==> config.mk <==
export PLATFORM = sky130hd
export DESIGN_NAME = lane_edge_row_search_unit
export DESIGN_NICKNAME = d
export VERILOG_FILES = /design/src/hw/rtl/lers_pkg.sv /design/src/hw/rtl/lane_edge_row_search_unit.sv /design/src/hw/rtl/lers_row_search.sv
export SDC_FILE = /design/constraint.sdc
export NUM_CORES = 1
export LEC_CHECK = 0
export BUFFER_PORTS_ARGS = -buffer_cell sky130_fd_sc_hd__buf_2
export CORE_AREA = 3 3 181 166
export DETAILED_ROUTE_END_ITERATION = 7
export DIE_AREA = 0 0 184 169
export HOLD_SLACK_MARGIN = 0.03
export PLACE_DENSITY_LB_ADDON = 0.25
export SLEW_MARGIN = 20
export SYNTH_ARGS = -nofsm -noshare
export SYNTH_HDL_FRONTEND = slang
export SYNTH_HIERARCHICAL = 1
export SYNTH_SLANG_ARGS = --single-unit
export TNS_END_PERCENT = 5
==> constraint.sdc <==
create_clock -name clk -period 7.5 [get_ports clk]
set_input_delay 1.125 -clock clk [delete_from_list [all_inputs] [get_ports clk]]
set_output_delay 1.125 -clock clk [all_outputs]
set_load 0.01 [all_outputs]
==> src/hw/rtl/lers_pkg.sv <==
// ----------------------------------------------------------------------------
// lers_pkg
// Shared widths, reset values, register indexes and row search types for
// the lane edge row search unit.
// ----------------------------------------------------------------------------
package lers_pkg;

	localparam int COL_W   = 10;
	localparam int ROW_W   = 9;
	localparam int WIDTH_W = 11;
	localparam int HGT_W   = 10;
	localparam int OFS_W   = 10;
	localparam int MID_W   = 11;
	localparam int IDX_W   = 2;
	localparam int DATA_W  = 11;

	localparam int DEF_MAX_WIDTH  = 1024;
	localparam int DEF_MAX_HEIGHT = 512;

	localparam logic [WIDTH_W-1:0] RST_ROI_WIDTH  = WIDTH_W'(620);
	localparam logic [HGT_W-1:0]   RST_ROI_HEIGHT = HGT_W'(100);
	localparam logic [OFS_W-1:0]   RST_ROI_OFFSET = OFS_W'(9);
	localparam logic [COL_W-1:0]   RST_START      = COL_W'(310);

	typedef enum logic [IDX_W-1:0] {
		REG_ROI_WIDTH  = 2'd0,
		REG_ROI_HEIGHT = 2'd1,
		REG_ROI_OFFSET = 2'd2
	} reg_idx_t;

	typedef enum logic {
		OP_PIXEL    = 1'b0,
		OP_RECENTER = 1'b1
	} opcode_t;

	// per-row control from the input stage
	typedef struct packed {
		logic             go;        // stage-1 request is consumed this cycle
		logic             hit;       // dark in-range pixel on this row
		logic             last;      // pixel request that closes the frame
		logic             recenter;
		logic [COL_W-1:0] col;
	} row_ctl_t;

	// resolved edges of one row, including the pixel being consumed
	typedef struct packed {
		logic [COL_W-1:0]   left;
		logic [WIDTH_W-1:0] right;   // fallback W-1 is kept unmasked
		logic               left_seen;
		logic               right_seen;
		logic [WIDTH_W-1:0] half;    // floor((left + right) / 2)
	} row_res_t;

endpackage

==> src/hw/rtl/lane_edge_row_search_unit.sv <==
// ----------------------------------------------------------------------------
// lane_edge_row_search_unit
// Lane edge search on the top and bottom rows of a binary region of interest.
// ----------------------------------------------------------------------------
// Throughput: one request per cycle unless stalled; edge tracking settles in stage 1.
// Result path: a frame-last pixel's result passes stage 2, stage 3 and the output register
//   (edge/start update into stage 2, offset add into stage 3, overall midpoint into output).
// Up to three results queue behind a stalled output before input stalls.
// Reset: asynchronous; registers return to default ROI, both start columns 310.
module lane_edge_row_search_unit #(
	parameter int MAX_WIDTH  = lers_pkg::DEF_MAX_WIDTH,
	parameter int MAX_HEIGHT = lers_pkg::DEF_MAX_HEIGHT
) (
	input  logic                         clk,
	input  logic                         arst_n,
	input  logic                         wr_en,
	input  logic [lers_pkg::IDX_W-1:0]   wr_index,
	input  logic [lers_pkg::DATA_W-1:0]  wr_data,
	input  logic                         in_valid,
	output logic                         in_stall,
	input  logic                         opcode,
	input  logic [lers_pkg::COL_W-1:0]   column,
	input  logic [lers_pkg::ROW_W-1:0]   row,
	input  logic                         pixel_dark,
	input  logic                         frame_last,
	output logic                         out_valid,
	input  logic                         out_stall,
	output logic [lers_pkg::COL_W-1:0]   left_top,
	output logic [lers_pkg::COL_W-1:0]   right_top,
	output logic [lers_pkg::COL_W-1:0]   left_bottom,
	output logic [lers_pkg::COL_W-1:0]   right_bottom,
	output logic                         top_left_seen,
	output logic                         top_right_seen,
	output logic                         bottom_left_seen,
	output logic                         bottom_right_seen,
	output logic [lers_pkg::MID_W-1:0]   middle_top,
	output logic [lers_pkg::MID_W-1:0]   middle_bottom,
	output logic [lers_pkg::MID_W-1:0]   middle_overall
);
	import lers_pkg::*;

	localparam int SUM_W = WIDTH_W + 1;

	// configuration
	logic [WIDTH_W-1:0] roi_width_q;
	logic [HGT_W-1:0]   roi_height_q;
	logic [OFS_W-1:0]   roi_offset_q;

	always_ff @(posedge clk or negedge arst_n) begin
		if (!arst_n) begin
			roi_width_q  <= RST_ROI_WIDTH;
			roi_height_q <= RST_ROI_HEIGHT;
			roi_offset_q <= RST_ROI_OFFSET;
		end else if (wr_en) begin
			case (wr_index)
				REG_ROI_WIDTH:  roi_width_q  <= wr_data;
				REG_ROI_HEIGHT: roi_height_q <= wr_data[HGT_W-1:0];
				REG_ROI_OFFSET: roi_offset_q <= wr_data[OFS_W-1:0];
				default: ;
			endcase
		end
	end

	// effective geometry
	logic [WIDTH_W-1:0] w_eff;
	logic [WIDTH_W-1:0] w_m1;
	logic [HGT_W-1:0]   h_eff;
	logic [HGT_W-1:0]   bottom_row;

	always_comb begin
		if (int'(roi_width_q) > MAX_WIDTH)
			w_eff = WIDTH_W'(MAX_WIDTH);
		else if (roi_width_q < WIDTH_W'(2))
			w_eff = WIDTH_W'(2);
		else
			w_eff = roi_width_q;
		if (int'(roi_height_q) > MAX_HEIGHT)
			h_eff = HGT_W'(MAX_HEIGHT);
		else if (roi_height_q < HGT_W'(3))
			h_eff = HGT_W'(3);
		else
			h_eff = roi_height_q;
		w_m1       = w_eff - WIDTH_W'(1);
		bottom_row = h_eff - HGT_W'(2);
	end

	// stage 1: input register
	logic             v_s1;
	opcode_t          op_s1;
	logic [COL_W-1:0] col_s1;
	logic [ROW_W-1:0] row_s1;
	logic             dark_s1;
	logic             last_s1;

	// result pipeline, frame-last requests only
	logic               v_s2;
	logic [COL_W-1:0]   lt_s2, rt_s2, lb_s2, rb_s2;
	logic [3:0]         seen_s2;
	logic [WIDTH_W-1:0] half_t_s2, half_b_s2;

	logic               v_s3;
	logic [COL_W-1:0]   lt_s3, rt_s3, lb_s3, rb_s3;
	logic [3:0]         seen_s3;
	logic [SUM_W-1:0]   mt_s3, mb_s3;

	logic               out_valid_q;
	logic [COL_W-1:0]   lt_q, rt_q, lb_q, rb_q;
	logic [3:0]         seen_q;
	logic [MID_W-1:0]   mt_q, mb_q, mo_q;

	logic out_free, s3_free, s2_free, res_s1, go_s1;

	assign out_free = !out_valid_q || !out_stall;
	assign s3_free  = !v_s3 || out_free;
	assign s2_free  = !v_s2 || s3_free;
	assign res_s1   = (op_s1 == OP_PIXEL) && last_s1;
	assign go_s1    = v_s1 && (!res_s1 || s2_free);
	assign in_stall = v_s1 && !go_s1;

	always_ff @(posedge clk or negedge arst_n) begin
		if (!arst_n) begin
			v_s1 <= 1'b0;
		end else if (!in_stall) begin
			v_s1 <= in_valid;
		end
	end

	always_ff @(posedge clk) begin
		if (!in_stall && in_valid) begin
			op_s1   <= opcode_t'(opcode);
			col_s1  <= column;
			row_s1  <= row;
			dark_s1 <= pixel_dark;
			last_s1 <= frame_last;
		end
	end

	// row searches
	row_ctl_t ctl_top, ctl_bot;
	row_res_t res_top, res_bot;
	logic     pix_ok;

	assign pix_ok = (op_s1 == OP_PIXEL) && dark_s1 && ({1'b0, col_s1} < w_eff);

	always_comb begin
		ctl_top.go       = go_s1;
		ctl_top.hit      = pix_ok && (row_s1 == ROW_W'(1));
		ctl_top.last     = res_s1;
		ctl_top.recenter = (op_s1 == OP_RECENTER);
		ctl_top.col      = col_s1;
		ctl_bot          = ctl_top;
		// a height of 3 puts both searches on row 1
		ctl_bot.hit      = pix_ok && ({1'b0, row_s1} == bottom_row);
	end

	lers_row_search u_top (
		.clk    (clk),
		.arst_n (arst_n),
		.ctl    (ctl_top),
		.half_w (w_eff[COL_W:1]),
		.w_m1   (w_m1),
		.res    (res_top)
	);

	lers_row_search u_bot (
		.clk    (clk),
		.arst_n (arst_n),
		.ctl    (ctl_bot),
		.half_w (w_eff[COL_W:1]),
		.w_m1   (w_m1),
		.res    (res_bot)
	);

	// stage 2: edges and row midpoints; the region offset is added into stage 3
	always_ff @(posedge clk or negedge arst_n) begin
		if (!arst_n) begin
			v_s2 <= 1'b0;
		end else if (s2_free) begin
			v_s2 <= go_s1 && res_s1;
		end
	end

	always_ff @(posedge clk) begin
		if (s2_free && go_s1 && res_s1) begin
			lt_s2     <= res_top.left;
			rt_s2     <= res_top.right[COL_W-1:0];
			lb_s2     <= res_bot.left;
			rb_s2     <= res_bot.right[COL_W-1:0];
			seen_s2   <= {res_bot.right_seen, res_bot.left_seen,
				res_top.right_seen, res_top.left_seen};
			half_t_s2 <= res_top.half;
			half_b_s2 <= res_bot.half;
		end
	end

	// stage 3: row midpoints plus region offset; the overall midpoint is formed from them
	always_ff @(posedge clk or negedge arst_n) begin
		if (!arst_n) begin
			v_s3 <= 1'b0;
		end else if (s3_free) begin
			v_s3 <= v_s2;
		end
	end

	always_ff @(posedge clk) begin
		if (s3_free && v_s2) begin
			lt_s3   <= lt_s2;
			rt_s3   <= rt_s2;
			lb_s3   <= lb_s2;
			rb_s3   <= rb_s2;
			seen_s3 <= seen_s2;
			mt_s3   <= SUM_W'(roi_offset_q) + SUM_W'(half_t_s2);
			mb_s3   <= SUM_W'(roi_offset_q) + SUM_W'(half_b_s2);
		end
	end

	logic [SUM_W:0] mo_sum;
	assign mo_sum = {1'b0, mt_s3} + {1'b0, mb_s3};

	// output register
	always_ff @(posedge clk or negedge arst_n) begin
		if (!arst_n) begin
			out_valid_q <= 1'b0;
		end else if (out_free) begin
			out_valid_q <= v_s3;
		end
	end

	always_ff @(posedge clk) begin
		if (out_free && v_s3) begin
			lt_q   <= lt_s3;
			rt_q   <= rt_s3;
			lb_q   <= lb_s3;
			rb_q   <= rb_s3;
			seen_q <= seen_s3;
			mt_q   <= mt_s3[MID_W-1:0];
			mb_q   <= mb_s3[MID_W-1:0];
			mo_q   <= mo_sum[MID_W:1];
		end
	end

	assign out_valid         = out_valid_q;
	assign left_top          = lt_q;
	assign right_top         = rt_q;
	assign left_bottom       = lb_q;
	assign right_bottom      = rb_q;
	assign top_left_seen     = seen_q[0];
	assign top_right_seen    = seen_q[1];
	assign bottom_left_seen  = seen_q[2];
	assign bottom_right_seen = seen_q[3];
	assign middle_top        = mt_q;
	assign middle_bottom     = mb_q;
	assign middle_overall    = mo_q;

	// input only backs up when every result slot is occupied
	a_stall_full: assert property (@(posedge clk) disable iff (!arst_n)
		in_stall |-> v_s1 && res_s1 && v_s2 && v_s3 && out_valid_q && out_stall)
		else $error("input stalled with a free result slot");

	a_no_dup: assert property (@(posedge clk) disable iff (!arst_n)
		out_valid_q && !out_stall && !v_s3 |=> !out_valid_q)
		else $error("result repeated after it was taken");

	a_left_fallback: assert property (@(posedge clk) disable iff (!arst_n)
		out_valid_q && !top_left_seen |-> left_top == '0)
		else $error("missing top left edge not reported as column 0");

endmodule

==> src/hw/rtl/lers_row_search.sv <==
// ----------------------------------------------------------------------------
// lers_row_search
// Edge tracker for one searched row: start column, nearest dark pixel on
// each side of it, and their seen flags.
// ----------------------------------------------------------------------------
module lers_row_search (
	input  logic                        clk,
	input  logic                        arst_n,
	input  lers_pkg::row_ctl_t          ctl,
	input  logic [lers_pkg::COL_W-1:0]  half_w,
	input  logic [lers_pkg::WIDTH_W-1:0] w_m1,
	output lers_pkg::row_res_t          res
);
	import lers_pkg::*;

	logic [COL_W-1:0] start_q;
	logic [COL_W-1:0] left_q;
	logic [COL_W-1:0] right_q;
	logic             left_seen_q;
	logic             right_seen_q;

	logic             left_hit;
	logic             right_hit;
	logic [COL_W-1:0] left_n;
	logic [COL_W-1:0] right_n;
	logic             left_seen_n;
	logic             right_seen_n;
	logic [WIDTH_W:0] sum;

	assign left_hit  = ctl.go && ctl.hit && (ctl.col <= start_q);
	// first dark pixel at or right of start wins
	assign right_hit = ctl.go && ctl.hit && (ctl.col >= start_q) && !right_seen_q;

	assign left_n       = left_hit ? ctl.col : left_q;
	assign right_n      = right_hit ? ctl.col : right_q;
	assign left_seen_n  = left_seen_q || left_hit;
	assign right_seen_n = right_seen_q || right_hit;

	always_comb begin
		res.left       = left_seen_n ? left_n : '0;
		res.right      = right_seen_n ? {1'b0, right_n} : w_m1;
		res.left_seen  = left_seen_n;
		res.right_seen = right_seen_n;
		sum            = {2'b00, res.left} + {1'b0, res.right};
		res.half       = sum[WIDTH_W:1];
	end

	always_ff @(posedge clk or negedge arst_n) begin
		if (!arst_n) begin
			start_q      <= RST_START;
			left_q       <= '0;
			right_q      <= '0;
			left_seen_q  <= 1'b0;
			right_seen_q <= 1'b0;
		end else if (ctl.go) begin
			if (ctl.recenter) begin
				start_q <= half_w;
			end else begin
				left_q  <= left_n;
				right_q <= right_n;
				if (ctl.last) begin
					start_q      <= res.half[COL_W-1:0];
					left_seen_q  <= 1'b0;
					right_seen_q <= 1'b0;
				end else begin
					left_seen_q  <= left_seen_n;
					right_seen_q <= right_seen_n;
				end
			end
		end
	end

	a_flags_cleared: assert property (@(posedge clk) disable iff (!arst_n)
		ctl.go && ctl.last && !ctl.recenter |=> !left_seen_q && !right_seen_q)
		else $error("seen flags not cleared at frame end");

	a_recentre: assert property (@(posedge clk) disable iff (!arst_n)
		ctl.go && ctl.last && !ctl.recenter |=> start_q == $past(res.half[COL_W-1:0]))
		else $error("start column not moved between edges");

	a_recenter: assert property (@(posedge clk) disable iff (!arst_n)
		ctl.go && ctl.recenter |=> start_q == $past(half_w) &&
			left_seen_q == $past(left_seen_q) && right_seen_q == $past(right_seen_q))
		else $error("recenter request disturbed row state");

endmodule
# == After elaboration in Yosys (flattened, before gate mapping) ==
# Cells that the tools add are included.
# totals
input_bits,40
out_inout_bits,79
reg_bits,332
word_cells,130
# op_classes
reduce_logical,45
bitwise,1
n_eq_ne,4
order_cmp,9
mux,20
addsub,7
# op_table
cell,n
two-way mux 10 bit,12
adder 10 x 11 -> 12 bit,4
two-way mux 11 bit,4
logical AND 1 bit,21
greater-or-equal comparator 10 bit,2
less-or-equal comparator 10 bit,2
adder 12 bit,1
"> comparator 11 bit, second input constant",1
less-than comparator 10 x 11 -> 1 bit,1
"less-than comparator 11 x 2 -> 1 bit, second input constant",1
"subtractor 11 x 1 -> 11 bit, second input constant",1
equality test 9 x 10 -> 1 bit,1
"> comparator 10 bit, second input constant",1
"less-than comparator 10 x 2 -> 1 bit, second input constant",1
AND reduction 2 bit,5
"subtractor 10 x 2 -> 10 bit, second input constant",1
"equality test 9 x 1 -> 1 bit, second input constant",1
logical NOT 1 bit,9
logical OR 1 bit,8
two-way mux 1 bit,4
"equality test 2 x 1 -> 1 bit, second input constant",1
"equality test 2 bit, second input constant",1
logical NOT 2 bit,1
nonzero test 2 bit,1
NOT 1 bit,1

# == Longest topological paths before layout ==
# depth
word_depth,14
ltp_mapped,28
ltp_nobuf,26

# == Hierarchy ==
# Netlist, hierarchy kept.
# modules_own_cells
module,n_inst,cells_per_inst,area_per_inst_um2,seq_area_each_um2
lane_edge_row_search_unit,1,638,10598.9,7885.1
lers_row_search at u_bot,1,298,2451.1,807.0
lers_row_search at u_top,1,298,2447.3,807.0

# == Worst setup path after synthesis ==
# OpenSTA, ideal clock, no wires.
# synth_path
path_kind,input port to flip-flop
start,input port out_stall
end,"register lb_q[0], in the netlist left_bottom[0] (enable)"
required_ns,6.870
arrival_ns,6.695
n_path_buf,0
cell_stages,1
setup_ns,0.630
setup_slack_ns,0.175
cell_sequence,a21boi_0
# synth_between
elab_chain_cells,3
# synth_lines
item,line,text
start: declaration,lane_edge_row_search_unit.sv:27,"input logic out_stall,"
logical NOT 1 bit,lane_edge_row_search_unit.sv:113,assign out_free = !out_valid_q || !out_stall;
logical OR 1 bit,lane_edge_row_search_unit.sv:113,
logical AND 1 bit,lane_edge_row_search_unit.sv:230,if (out_free && v_s3) begin
end signal: assignment,lane_edge_row_search_unit.sv:233,lb_q <= lb_s3;
end: declaration,lane_edge_row_search_unit.sv:107,"logic [COL_W-1:0] lt_q, rt_q, lb_q, rb_q;"
# Every way passes these cells.
# A chain may end at the register's enable or synchronous reset.

==> summary.md <==
| Metric | Value |
|---|---|
| Status | completed |
| Worst Path Required | 7.91 ns |
| Die Y | 169 um |
| Critical Path Start Type | flop |
| Cells after synthesis | 1232 |
| Num Clock Sinks | 332 |
| DRC viols | 0 |
| Clock skew | 0.0178 ns |
| CTS root buffer | clkbuf_16 |
| Power per cell area | 285 mW/mm^2 |
| Tightest Pin Transition | 0.988 ns |
| Vias in the first global route | 9655 |
| P_leak | 7.22 nW |
| Worst-path cell with the longest stage delay | or4_4 |
| Starting density of the core | 0.544 |
| Reg-to-reg startpoint | roi_height_q[6] |
| Area of the die | 0.0311 mm^2 |
| Final Util | 0.622 |
| Worst Hold Depth | 0 |
| Worst path bufs/invs | 0 |
| Via count | 9895 |
| Number of gates resized after cts | 0 |
| Fin. Hold Viols | 0 |
| Max-Cap Viols | 0 |
| Unrepaired setup endpoints after global routing | false |
| Clock-pin slew on the worst setup and hold paths | 0.07 ns |
| Fin nets | 1482 |
| Gp weighted congestion | 0.894 |
| Post-DP HPWL | 24700 um |
| CP max FO | 22 |
| Worst r2r dst | u_bot/start_q[9] |
| Relative slew slack | 0.339 |
| Mean Syn Cell Area | 12.6 um^2 |
| Total track usage | 0.220 |
| TritonCTS Buffers | 36 |
| Via/cell ratio | 5.64 |
| Final wirelength | 34200 um |
| Max-slew violations | 0 |
| Top Family by Delay on Critical Path | simple AND/OR/NAND/NOR gates |
| Violation count after the first detailed-routing iteration | 609 |
| Postcts setup bufs | 0 |
| Routed Antenna Nets | 0 |
| Hold buffers post-CTS | 0 |
| R2r setup slk | 1.05 ns |
| Worst setup EP type | flop |
| Maximum vdd drop | 0.188 mV |
| Final Setup Violations | 0 |
| Largest net degree at the start of global routing | 72 |
| I/O pin cnt | 119 |
| Layout cells sized above 1 | 0.205 |
| Synthesized cell area | 0.0155 mm^2 |
| CP Cell Sequence | or4_4, nor4b_4, nor2_1, ha_1, xnor2_1, xnor2_1, a2111oi_0, o2111ai_1, nor4_2, and2_1, nand2b_1, nor2_1, a21oi_1, o21ai_0, ha_1, nor2b_1, o21ai_0, nand2b_1, a21o_1, a21o_1, a31oi_1, o21ai_1, xnor2_1, a21o_1 |
| Worst Path Arrival | 6.86 ns |
| Grt ovf | 0 |
| Final worst-path cycle share | 0.860 |
| Row cnt | 59 |
| H-Tree Depth | 2 |
| Port bufs | 118 |
| Layout fillers | 2247 |
| Max Clk Rate | 0.155 GHz |
| Cell depth of the worst flop-to-flop path | 24 |
| Yosys warns | 6 |
| Core area | 0.0285 mm^2 |
| Routed wire per std cell | 19.5 um |
| Clock Latency Late Sink | 0.52 ns |
| Post-Syn Nets | 1356 |
| Antenna violations before repair | 0 |
| Clock Path Buffers | 3 |
| Area growth from synthesis to layout | 14.3% |
| First-pass GRT wire length | 53000 um |
| Chip Width | 184 um |
| Initial DRT Pass Iterations | 5 |
| Worst path max stage delay | 0.56 ns |
| Hold path startpoint | rt_s3[9] |
| Setup CP Type | flop to flop |
| Final Critical Period | 6.45 ns |
| CTS tree | built |
| Final setup TNS | 0 ns |
| Hold Crit Class | flop to flop |
| Hold endpoint | right_top[9] |
[report_power, final]
part	leakage, nW	internal [mW]	switching [mW]
registers	3.41	2.16	0.110
logic	3.21	0.375	0.565
clock network	0.600	1.12	0.716
[stage by stage]
step | total power [mW] | std cells | setup WS, ns | hold WS (ns) | area, um^2
floorplan | 2.92 | 1232 | 0.175 | 0.400 | 15500
global placement | 3.21 | 1686 | 1.34 | 0.401 | 16500
detailed placement | 3.23 | 1686 | 1.15 | 0.405 | 16500
CTS | 5.07 | 1752 | 1.13 | 0.416 | 17700
global route | 5.27 | 1752 | 0.648 | 0.421 | 17700
finish | 5.04 | 1753 | 1.05 | 0.413 | 17700
[sequential cells by signal (all words and copies together) (netlist names), 11 cells and up]
| register | count |
|---|---|
| roi_width_q | 11 |
| mb_s3 | 12 |
| middle_overall | 11 |
| mt_s3 | 12 |
| middle_top | 11 |
| half_t_s2 | 11 |
| half_b_s2 | 11 |
| middle_bottom | 11 |
[worst max-delay path by stage]
stage          slack, ns       startpoint               end  depth (start not counted)
2_1_floorplan       0.18        out_stall    left_bottom[0]                          1
3_3_place_gp        1.34  roi_height_q[8]  u_bot/start_q[9]                         24
3_5_place_dp        1.15  roi_height_q[8]  u_bot/start_q[9]                         24
4_1_cts             1.13  roi_height_q[8]  u_bot/start_q[9]                         24
5_1_grt             0.65  roi_height_q[6]  u_bot/start_q[9]                         24
6_report            1.05  roi_height_q[6]  u_bot/start_q[9]                         24
[routing by layer]
layer	vias up	routed length [um]	GRT usage
li1	4740	-	-
met1	4799	15600	0.317
met3	68	1930	0.0350
met4	0	969	0.0710
met2	288	15700	0.346
met5	-	0	0
[cell usage in the layout (no fill, tap or decap), types with 5 or more instances in the layout]
master,count
a211o_1,5
a21o_1,20
a21oi_1,64
a31oi_1,6
and2_1,5
buf_2,117
buf_4,12
bufinv_16,5
clkbuf_1,5
clkbuf_16,38
clkinv_1,5
clkinv_2,5
dfrtp_1,79
dfstp_2,20
edfxtp_1,233
fa_1,5
ha_1,79
inv_1,74
mux2_2,52
mux2i_1,18
nand2_1,106
nand2b_1,25
nand3_1,38
nand4_1,9
nor2_1,59
nor2b_1,15
nor3_1,11
nor3b_1,8
nor4_1,8
o21a_1,11
o21ai_0,90
o21ai_1,9
or3_1,6
xnor2_1,38
xor2_1,18
[cell type report]
type | count | area [um^2] | share of cell area
timing repair buffer | 129 | 676 | 0.0381
tap | 366 | 458 | 0.0259
antenna | 1 | 2.50 | 0.000141
inverter | 76 | 285 | 0.0161
clock buffer | 44 | 983 | 0.0555
sequential | 332 | 9500 | 0.536
clock inverter | 22 | 268 | 0.0151
multi-input combinational | 783 | 5540 | 0.313
Note: power is estimated with default switching activity, not from simulation.
